### config.mk
export PLATFORM = sky130hd
export DESIGN_NAME = selective_repeat_sender_window_top
export DESIGN_NICKNAME = d
export VERILOG_FILES = /design/src/sv/srsw_pkg.sv /design/src/sv/srsw_cell.sv /design/src/sv/srsw_chain.sv /design/src/sv/selective_repeat_sender_window_top.sv
export SDC_FILE = /design/constraint.sdc
export NUM_CORES = 1
export LEC_CHECK = 0
export CAP_MARGIN = 25
export CORE_ASPECT_RATIO = 1.2
export CORE_MARGIN = 2
export CORE_UTILIZATION = 49
export CTS_BUF_LIST = sky130_fd_sc_hd__clkbuf_4
export DETAILED_ROUTE_END_ITERATION = 8
export DONT_BUFFER_PORTS = 1
export PLACE_DENSITY = 0.7
export SYNTH_ARGS = -nofsm -noshare
export SYNTH_HDL_FRONTEND = slang
export SYNTH_SLANG_ARGS = --single-unit
### constraint.sdc
create_clock -name clk -period 6.87 [get_ports clk]
set_input_delay 0.687 -clock clk [delete_from_list [all_inputs] [get_ports clk]]
set_output_delay 0.687 -clock clk [all_outputs]
set_load 0.05 [all_outputs]
### src/sv/srsw_pkg.sv
// Shared types, constants and codes for the selective-repeat sender window.
package srsw_pkg;

  // Ring depth and the field widths.
  localparam int MAX_WINDOW = 32;
  localparam int SEQ_BITS   = 16;
  localparam int OFF_W      = $clog2(MAX_WINDOW);
  localparam int WIN_W      = 6;
  localparam int CNT_W      = 16;

  // Configuration register byte addresses.
  localparam int          ADDR_W      = 3;
  localparam logic [2:0]  ADDR_TOTAL  = 3'd0;
  localparam logic [2:0]  ADDR_WINDOW = 3'd4;

  // Register reset values.
  localparam logic [SEQ_BITS-1:0] TOTAL_RESET  = 16'd8;
  localparam logic [WIN_W-1:0]    WINDOW_RESET = 6'd4;

  // Result status codes.
  localparam logic [1:0] ST_ACK     = 2'd0;
  localparam logic [1:0] ST_TIMEOUT = 2'd1;
  localparam logic [1:0] ST_IGNORED = 2'd2;

  // Stream payload widths.
  localparam int IN_DATA_W  = 24;
  localparam int OUT_DATA_W = 40;

  // Sequencer states.
  typedef enum logic [1:0] {
    S_IDLE,
    S_EVAL,
    S_SLIDE
  } state_t;

  // Control from the sequencer to the row of ack cells.
  typedef struct packed {
    logic             shift;
    logic             mark;
    logic [OFF_W-1:0] offset;
  } ring_ctrl_t;

  // Status from the row of ack cells back to the sequencer.
  typedef struct packed {
    logic head;
    logic sel_bit;
  } ring_stat_t;

endpackage

### src/sv/srsw_cell.sv
// One ack cell: holds the ack bit of one window position.
module srsw_cell (
  input  logic clk,
  input  logic rst_n,
  input  logic shift,
  input  logic mark_here,
  input  logic next_bit,
  output logic bit_r
);

  // On a shift the cell takes its upper neighbor's bit; a mark sets it.
  always_ff @(posedge clk) begin
    if (!rst_n) begin
      bit_r <= 1'b0;
    end else if (shift) begin
      bit_r <= next_bit;
    end else if (mark_here) begin
      bit_r <= 1'b1;
    end
  end

endmodule

### src/sv/srsw_chain.sv
// Row of ack cells; cell 0 always holds the frame just above the base.
module srsw_chain (
  input  logic                clk,
  input  logic                rst_n,
  input  srsw_pkg::ring_ctrl_t ctrl,
  output srsw_pkg::ring_stat_t stat
);
  import srsw_pkg::*;

  logic [MAX_WINDOW-1:0] bits;
  logic [MAX_WINDOW-1:0] next_bits;

  // Each cell hands its bit down by one on a shift; the top cell fills with zero.
  assign next_bits = {1'b0, bits[MAX_WINDOW-1:1]};

  for (genvar i = 0; i < MAX_WINDOW; i++) begin : g_cell
    srsw_cell u_cell (
      .clk       (clk),
      .rst_n     (rst_n),
      .shift     (ctrl.shift),
      .mark_here (ctrl.mark && (ctrl.offset == OFF_W'(i))),
      .next_bit  (next_bits[i]),
      .bit_r     (bits[i])
    );
  end

  // Head cell drives the slide; the selected cell reports an earlier ack.
  assign stat.head    = bits[0];
  assign stat.sel_bit = bits[ctrl.offset];

endmodule

### src/sv/selective_repeat_sender_window_top.sv
// Top level of the selective-repeat sender window with its register port.
// Each input transfer reports an ack or a timeout for one frame and yields one
// result transfer. An item is taken, its event is evaluated, the window base
// slides by k positions (0 to 32) in the row of 32 ack cells, which shifts by
// one position a cycle, and the result is placed in the output register once
// that register is free. The next item is taken while a result still waits at
// the output.
module selective_repeat_sender_window_top (
  input  logic                           clk,
  input  logic                           rst_n,
  // in_tdata: frame_number [15:0], timed_out [16], zero [23:17]
  input  logic                           in_tvalid,
  output logic                           in_tready,
  input  logic [srsw_pkg::IN_DATA_W-1:0] in_tdata,
  // out_tdata: event_status [1:0], window_base [17:2], retransmissions [33:18],
  // all_done [34], zero [39:35]
  output logic                            out_tvalid,
  input  logic                            out_tready,
  output logic [srsw_pkg::OUT_DATA_W-1:0] out_tdata,
  input  logic                           cfg_psel,
  input  logic                           cfg_penable,
  input  logic                           cfg_pwrite,
  input  logic [srsw_pkg::ADDR_W-1:0]    cfg_paddr,
  input  logic [31:0]                    cfg_pwdata,
  output logic [31:0]                    cfg_prdata,
  output logic                           cfg_pready
);
  import srsw_pkg::*;

  state_t              state_r, state_nxt;
  logic [SEQ_BITS-1:0] total_r;
  logic [WIN_W-1:0]    window_r;
  logic [SEQ_BITS-1:0] frame_r;
  logic                timed_r;
  logic [SEQ_BITS-1:0] base_r, base_nxt;
  logic [CNT_W-1:0]    retry_r, retry_nxt;
  logic [1:0]          status_r, status_nxt;
  logic                out_valid_r, out_valid_nxt;
  logic [OUT_DATA_W-1:0] out_data_r, out_data_nxt;

  ring_ctrl_t          ring_ctrl;
  ring_stat_t          ring_stat;

  logic [WIN_W-1:0]    win_eff;
  logic [SEQ_BITS:0]   frame_gap;
  logic [SEQ_BITS-1:0] off_full;
  logic                in_window;
  logic                can_slide;
  logic                cfg_wr;

  // Register port: writes complete in the access phase.
  assign cfg_pready = 1'b1;
  assign cfg_wr     = cfg_psel && cfg_penable && cfg_pwrite && cfg_pready;

  always_ff @(posedge clk) begin
    if (!rst_n) begin
      total_r  <= TOTAL_RESET;
      window_r <= WINDOW_RESET;
    end else if (cfg_wr) begin
      if (cfg_paddr == ADDR_TOTAL) begin
        total_r <= cfg_pwdata[SEQ_BITS-1:0];
      end else if (cfg_paddr == ADDR_WINDOW) begin
        window_r <= cfg_pwdata[WIN_W-1:0];
      end
    end
  end

  always_comb begin
    case (cfg_paddr)
      ADDR_TOTAL:  cfg_prdata = 32'(total_r);
      ADDR_WINDOW: cfg_prdata = 32'(window_r);
      default:     cfg_prdata = 32'd0;
    endcase
  end

  // Window test for the held event.
  assign win_eff   = (window_r > WIN_W'(MAX_WINDOW)) ? WIN_W'(MAX_WINDOW) : window_r;
  assign frame_gap = {1'b0, frame_r} - {1'b0, base_r};
  assign off_full  = frame_r - base_r - SEQ_BITS'(1);
  assign in_window = (frame_r > base_r) && (frame_gap <= (SEQ_BITS+1)'(win_eff))
                     && (frame_r <= total_r);
  assign can_slide = (base_r < total_r) && ring_stat.head;

  srsw_chain u_chain (
    .clk   (clk),
    .rst_n (rst_n),
    .ctrl  (ring_ctrl),
    .stat  (ring_stat)
  );

  // Input register for the accepted event.
  assign in_tready = (state_r == S_IDLE);

  always_ff @(posedge clk) begin
    if (in_tvalid && in_tready) begin
      frame_r <= in_tdata[SEQ_BITS-1:0];
      timed_r <= in_tdata[SEQ_BITS];
    end
  end

  // Sequencer: evaluate the event, slide the base one step a cycle, then emit the result.
  always_comb begin
    state_nxt        = state_r;
    base_nxt         = base_r;
    retry_nxt        = retry_r;
    status_nxt       = status_r;
    out_valid_nxt    = out_valid_r && !out_tready;
    out_data_nxt     = out_data_r;
    ring_ctrl.shift  = 1'b0;
    ring_ctrl.mark   = 1'b0;
    ring_ctrl.offset = off_full[OFF_W-1:0];
    case (state_r)
      S_IDLE: begin
        if (in_tvalid) begin
          state_nxt = S_EVAL;
        end
      end
      S_EVAL: begin
        status_nxt = ST_IGNORED;
        if (in_window && !ring_stat.sel_bit) begin
          if (timed_r) begin
            status_nxt = ST_TIMEOUT;
            if (retry_r != {CNT_W{1'b1}}) begin
              retry_nxt = retry_r + CNT_W'(1);
            end
          end else begin
            status_nxt     = ST_ACK;
            ring_ctrl.mark = 1'b1;
          end
        end
        state_nxt = S_SLIDE;
      end
      S_SLIDE: begin
        if (can_slide) begin
          ring_ctrl.shift = 1'b1;
          base_nxt        = base_r + SEQ_BITS'(1);
        end else if (!out_valid_r || out_tready) begin
          out_valid_nxt = 1'b1;
          out_data_nxt  = OUT_DATA_W'({(base_r >= total_r), retry_r, base_r, status_r});
          state_nxt     = S_IDLE;
        end
      end
      default: begin
        state_nxt = S_IDLE;
      end
    endcase
  end

  always_ff @(posedge clk) begin
    if (!rst_n) begin
      state_r     <= S_IDLE;
      base_r      <= '0;
      retry_r     <= '0;
      out_valid_r <= 1'b0;
    end else begin
      state_r     <= state_nxt;
      base_r      <= base_nxt;
      retry_r     <= retry_nxt;
      out_valid_r <= out_valid_nxt;
    end
  end

  // Payload registers.
  always_ff @(posedge clk) begin
    status_r   <= status_nxt;
    out_data_r <= out_data_nxt;
  end

  assign out_tvalid = out_valid_r;
  assign out_tdata  = out_data_r;

endmodule

==> results.md, run 1 <==
* Critical path endpoint category: flop
* Status: finished clean
* Largest net degree at the start of global routing at 44
* Max Fanout on Critical Path at 21
* EDFF count, synth at between 50 and 60
* CTS tree: done
* Cts repair resizes at 0
* Slew Viols, Final at 0
* Clk_lat worst skew at ~0.56 ns
* Area occupied by multi-input gates at 4580 um2
* Net Switching at 0.454 mW
* Synth area leaders: dfxtp_1 21%, edfxtp_1 19%, ha_1 8.4%
* Die height at between 100 and 150 um
* Initial antenna violation count at 2
* Critical Path Most Common Cell: ha_1
* Reg area at between 3000 and 4000 um2
* H-tree depth at 4
* Pwr per Cell Area at roughly 190 nW/um2
* Die ar. at roughly 18000 um2
* Distinct cells, synth at 69
* First-pass GRT wire length at between 30 and 40 mm
* Most frequent cells after synthesis: 96 x nand2_1, 89 x dfxtp_1, 67 x o21ai_0
* Layout cell share with drive strength beyond 1 at 0.0813
* CP top delay family: simple AND/OR/NAND/NOR gates
* Max Freq at ~220 MHz
* Critical path type: flop to flop
* TNS Setup at 0 ns
* FP Rows at 52
* DRT iter0 DRCs at ~440
* Warnings from Yosys at 0
* Cts bufs inserted at 17
* Register area share after synthesis at 0.403
* Hold WS at ~0.21 ns
* RSZ-0062 raised after global routing: no
* Max VDD drop at 0.0000842 V
* DR WL/cell at 17.5 um
* I/O pin total at about 140
* Final Setup Violations at 0
* Hpwl dp at about 14 mm
* Worst Path Buf+Inv at 1
* Layout fillers at 1597
* Clk buf depth at 2
* Die width at about 120 um
* Top_reg_cell synth: dfxtp_1
* TritonCTS Sinks at 143
* Detailed Route WL at 20.2 mm
* DR vias/cell at a little under 6
* Fin. Hold Viols at 0
* Post-synthesis instance area at between 8000 and 9000 um2
* Cells after Synth at around 940
* CTS Hold Buffers Added at 0
* Area leader, netlist: dfxtp_1
* Number of global-route vias before repair at around 6300
* Internal power at between 1 and 1.5 mW
* Synth Register Bits at ~140
* GRT overflow at 0
* Final period util at 0.660
* Critical path's slowest cell: and4bb_2
* HP Class: input pin to flop
* Setup Skew at 0.0198 ns
* Post-Syn Area per Cell at 9.00 um2
* Core Util, Final at 0.523
* Most common cell in the netlist: nand2_1
* Setup Buffers After CTS at 0
* LEAKAGE at ~3.2 nW
* Layout Nets at 1047
* CP peak stage delay at a little under 0.7 ns
* DRT Pass-1 Iters at 5
* Clock power share at 0.324
* GRT Total Usage at 0.228
* Remaining DRCs at 0
* Req. time, crit path at approximately 7.3 ns
* Min Clock Period, post-route at ~4.5 ns
* Core footprint at 16900 um2
* Sequential Power Share at 0.559
* DR vias at 6803
* Routability congestion estimate at slightly below 0.9
* Sw Share at 0.277
* CTS root buf: clkbuf_4
* Initial core utilization at 0.500
* Crit path launch type: flop
* Max_cap viols at 0
* Area growth syn-to-layout at 4.57%
* Comb power frac at 0.117
* Worst Tran Pin Value at 1.02 ns
* Remaining antenna violation count after routing at 0
* Worst EP arrival at ~5.0 ns
* Share of flip-flops with an asynchronous set or reset at 0
* CTS clock-pin slew for the worst setup and hold paths at around 0.11 ns
* Area share of the largest cell type after synthesis at 0.211
* Crit-path cells: inv_1, ha_1, nor2_1, a211o_1, nand2_1, xor2_1, ha_1, a31oi_1, a21oi_1, or4_1, and4bb_2, nand3_1, o21ai_0
* Rel. slew slack at 0.315
* PortBufs at 0
per-stage QoR:
stage | area [um2] | cells | setup WS (ns) | power, mW
finish | 8840 | 1153 | 2.34 | 1.64
global route | 8840 | 1153 | 2.03 | 1.71
CTS | 8830 | 1151 | 2.38 | 1.65
detailed placement | 8570 | 1119 | 2.44 | 1.12
global placement | 8550 | 1118 | 2.51 | 1.12
floorplan | 8530 | 959 | 3.11 | 1.10
worst paths after layout:
path,from,end,slack (ns),depth (start not counted)
max,base_r[2]$_SDFFE_PN0P_,u_chain.g_cell[3].u_cell.bit_r$_SDFFE_PN0P_,2.34,13
min,rst_n,window_r[2]$_SDFFE_PN1P_,0.21,1
max reg2reg,base_r[2]$_SDFFE_PN0P_,u_chain.g_cell[3].u_cell.bit_r$_SDFFE_PN0P_,2.34,13
min reg2reg,status_r[0]$_SDFFCE_PP0N_,out_tdata[0]$_DFFE_PP_,0.44,0
sequential cells by signal, summed over array words and instances, names as in the netlist:
register / cells
out_tdata: 35
total_r: 16
window_r: 6
status_r: 2
base_r: 16
retry_r: 16
frame_r: 16
state_r: 2
timed_r: 1
u_chain.g_cell.u_cell.bit_r: 32
out_tvalid: 1
cells in the final DEF (no fill, tap or decap), types with 6 or more instances in the layout:
cell type and instances:
nand2_1 96, dfxtp_1 89, o21ai_0 67, nand3_1 61, ha_1 57, edfxtp_1 54
nor2_1 53, a21oi_1 52, inv_1 48, a21o_1 40, nand4_1 28, mux2i_1 28
clkbuf_4 23, conb_1 22, nor3_1 20, nand2b_1 17, xnor2_1 16, buf_4 15
nor4_1 14, o21ai_1 11, and3_1 10, o21a_1 8, o211ai_1 8, mux4_2 8
nor2b_1 6
cell type report:
| type | instances | area share |
|---|---|---|
| flip-flops and latches | 143 | 0.385 |
| diodes | 2 | 0.000566 |
| clock inverters | 9 | 0.0108 |
| repair buffers | 16 | 0.0150 |
| clock buffers | 23 | 0.0195 |
| inverters | 49 | 0.0208 |
| multi-input cells | 695 | 0.518 |
| well taps | 216 | 0.0306 |
power groups by stage:
stage	registers, mW	clock network [mW]	logic, mW
5_1_grt	0.918	0.585	0.211
3_5_place_dp	0.936	0	0.189
2_1_floorplan	0.932	0	0.168
3_3_place_gp	0.936	0	0.186
4_1_cts	0.917	0.546	0.190
6_report	0.916	0.530	0.192
kinds of logic (layout without fill, tap and decap cells):
| kind of cell | after synthesis | after routing | synth area share |
|---|---|---|---|
| and+or+nand+nor | 341 | 341 | 0.206 |
| AOI/OAI and AO/OA | 214 | 214 | 0.155 |
| DFF | 143 | 143 | 0.403 |
| buffers and inverters | 121 | 97 | 0.0672 |
| adders and majority gates | 59 | 59 | 0.0891 |
| muxes | 39 | 39 | 0.0585 |
| xor gates and xnor gates | 20 | 20 | 0.0207 |
| other | 2 | 24 | 0.000888 |
metal layers:
metal  track usage  up-vias  wire (um)
met5             0        -          0
met2         0.365      193       9860
met4        0.0882        0        502
met1         0.302     3254       8760
li1              -     3316          -
met3        0.0467       40       1030
No activity file was read; power rests on OpenSTA's default activity.
==> run 2: changes to the inputs <==
==> constraint.sdc (replaced) <==
create_clock -name clk -period 4.35 [get_ports clk]
set_input_delay 0.435 -clock clk [delete_from_list [all_inputs] [get_ports clk]]
set_output_delay 0.435 -clock clk [all_outputs]
set_load 0.05 [all_outputs]
==> run 2 against run 1 <==
Against the previous run: clock-buffer cell count down 5; global-route usage up 1.1 points; design area up 4.5%; clock skew down 0.0013 ns; worst hold slack worse by 0.13 ns; sequential power up 58%; flip-flop and latch count unchanged; maximum frequency up 17%; final cell count up 3.5%; routed wire length up 3.8%; critical path depth up 5; register-to-register slack worse by 1.9 ns; largest power group unchanged.
==> results.md, run 2 (synthesized netlist as in run 1, its figures left out) <==
* HP Class: input pin to flop
* Rel. slew slack at 0.337
* Min Clock Period, post-route at a little under 4 ns
* PortBufs at 0
* Remaining DRCs at 0
* Design Power at between 2 and 3 mW
* Largest register FFs at 35
* Hold_sp: rst_n
* Reg2Reg Setup Slack at around 0.48 ns
* Routed wl met2 at approximately 10 mm
* GRT overflow at 0
* Routability congestion estimate at just under 0.9
* Min-Delay Path Depth at 2
* Fin. Hold Viols at 0
* Setup WS pre-CTS at 0.506 ns
* Setup Skew at between 0.015 and 0.02 ns
* Max_cap viols at 0
* Clk_lat worst skew at around 0.58 ns
* Worst Tran Pin Value at a little under 1 ns
* Most common library cell in the layout ignoring fill and taps: nand2_1
* I/O pin total at 141
* Met3 wire len at around 820 um
* Initial core utilization at 0.500
* Area after DPL at approximately 8600 um2
* Number of global-route vias before repair at approximately 6700
* LEAKAGE at 3.37 nW
* Cts bufs inserted at 17
* Setup Buffers After CTS at 0
* Final period util at 0.891
* Net Switching at between 0.7 and 0.8 mW
* First-pass GRT wire length at approximately 34 mm
* WL met1 at just over 9 mm
* Hold WS at 0.0771 ns
* Clk buf depth at 2
* Sw Share at 0.293
* Die ar. at between 15000 and 20000 um2
* CTS root buf: clkbuf_4
* TritonCTS Sinks at 143
* Initial antenna violation count at 2
* Area growth syn-to-layout at 9.25%
* Comb power frac at 0.127
* Max Freq at between 200 and 300 MHz
* Clock power share at 0.324
* Core Util, Final at 0.546
* Hpwl dp at 14.7 mm
* Critical path type: flop to flop
* Finished Layout Cells at about 1200
* H-tree depth at 4
* TNS Setup at 0 ns
* DRT iter0 DRCs at 457
* Worst r2r dst: u_chain.g_cell[17].u_cell.bit_r$_SDFFE_PN0P_
* Layout cell share with drive strength beyond 1 at 0.0821
* Detailed Route WL at 20.9 mm
* Internal power at between 1.5 and 2 mW
* Critical path endpoint category: flop
* CTS tree: done
* Remaining antenna violation count after routing at 0
* DRT Pass-1 Iters at 6
* DR vias/cell at just under 6
* Dpl cells at 1123
* Final WS setup at 0.476 ns
* Die width at around 120 um
* Largest net degree at the start of global routing at 43
* Slew Viols, Final at 0
* Max Fanout on Critical Path at 20
* DR vias at ~7000
* Die height at roughly 150 um
* Core footprint at between 15000 and 20000 um2
* Final Setup Violations at 0
* Most frequent cells in the layout: 96 x nand2_1, 89 x dfxtp_1, 67 x o21ai_0
* GRT Total Usage at 0.239
* Reg2reg path depth at 18
* Max VDD drop at around 0.00012 V
* Sequential Power Share at 0.548
* R2R Path Start: frame_r[0]$_DFFE_PP_
* Crit path launch type: flop
* Hold EP: u_chain.g_cell[24].u_cell.bit_r$_SDFFE_PN0P_
* FP Rows at 52
* CTS clock-pin slew for the worst setup and hold paths at 0.12 ns
* Worst EP arrival at 4.37 ns
* DR WL/cell at 17.5 um
* Top Metal Used: met4
* Final Cell Area at a little over 9000 um2
* Layout fillers at 1604
* Pwr per Cell Area at about 290 nW/um2
* Layout Nets at around 1100
* Req. time, crit path at slightly below 5 ns
* RSZ-0062 raised after global routing: no
* Status: finished clean
==> run 2: cell types whose count changed in the layout (fill, tap and decap cells not counted), sizes merged <==
| cell | delta |
|---|---|
| dlygate4sd3 | +35 |
| buf | +5 |
| inv | +2 |
| clkinv | +2 |
| clkinvlp | +1 |
| clkbuf | -5 |
==> run 2: how the worst max path moves through the flow <==
stage,start,to,slack (ns),depth (start not counted)
global placement,frame_r[0]$_DFFE_PP_,retry_r[4]$_SDFFE_PN0P_,0.56,18
global route,frame_r[0]$_DFFE_PP_,u_chain.g_cell[14].u_cell.bit_r$_SDFFE_PN0P_,0.14,18
finish,frame_r[0]$_DFFE_PP_,u_chain.g_cell[17].u_cell.bit_r$_SDFFE_PN0P_,0.48,18
detailed placement,frame_r[0]$_DFFE_PP_,retry_r[6]$_SDFFE_PN0P_,0.51,18
floorplan,total_r[1]$_SDFFE_PN0P_,out_tdata[0]$_DFFE_PP_,0.59,12
CTS,frame_r[0]$_DFFE_PP_,u_chain.g_cell[17].u_cell.bit_r$_SDFFE_PN0P_,0.46,18
==> run 2: area by class of cell <==
| class | instances | area, um2 | area share |
|---|---|---|---|
| Antenna cell | 2 | 5.00 | 0.000542 |
| Inverter | 49 | 184 | 0.0199 |
| Multi-Input combinational cell | 695 | 4580 | 0.495 |
| Clock buffer | 18 | 135 | 0.0146 |
| Tap cell | 216 | 270 | 0.0293 |
| Clock inverter | 14 | 141 | 0.0153 |
| Sequential cell | 143 | 3400 | 0.369 |
| Timing Repair Buffer | 56 | 520 | 0.0564 |
==> run 2: worst max-delay path, cell delays in order (launching register included) <==
cell and delay [ns]:
edfxtp_1 0.42, inv_1 0.11, ha_1 0.17, inv_1 0.06, fa_1 0.43, a21oi_1 0.15, nor2_1 0.06, nor2_1 0.11
xnor2_1 0.14, ha_1 0.27, nand4_1 0.10, nor2_1 0.05, o21ai_0 0.14, a21oi_1 0.10, or4_1 0.54, and4bb_2 0.33
buf_4 0.28, nand3_4 0.17, o21ai_0 0.18
==> run 2: layer usage <==
layer / vias up / global-route usage
met3: 44 / 0.0521
met4: 0 / 0.0938
met5: - / 0
met2: 162 / 0.386
met1: 3390 / 0.309
li1: 3405 / -
==> run 2: timing repair <==
action / CTS / global route
hold endpoints to repair: 57 / 0
gates resized for setup: 0 / 0
hold buffers: 36 / 0
==> run 2: power by group through the flow <==
stage / logic [mW] / registers, mW / clock network (mW)
after floorplan: 0.266 / 1.47 / 0
after global placement: 0.296 / 1.48 / 0
after detailed placement: 0.299 / 1.48 / 0
after CTS: 0.334 / 1.45 / 0.880
after global routing: 0.370 / 1.45 / 0.936
final: 0.336 / 1.45 / 0.857
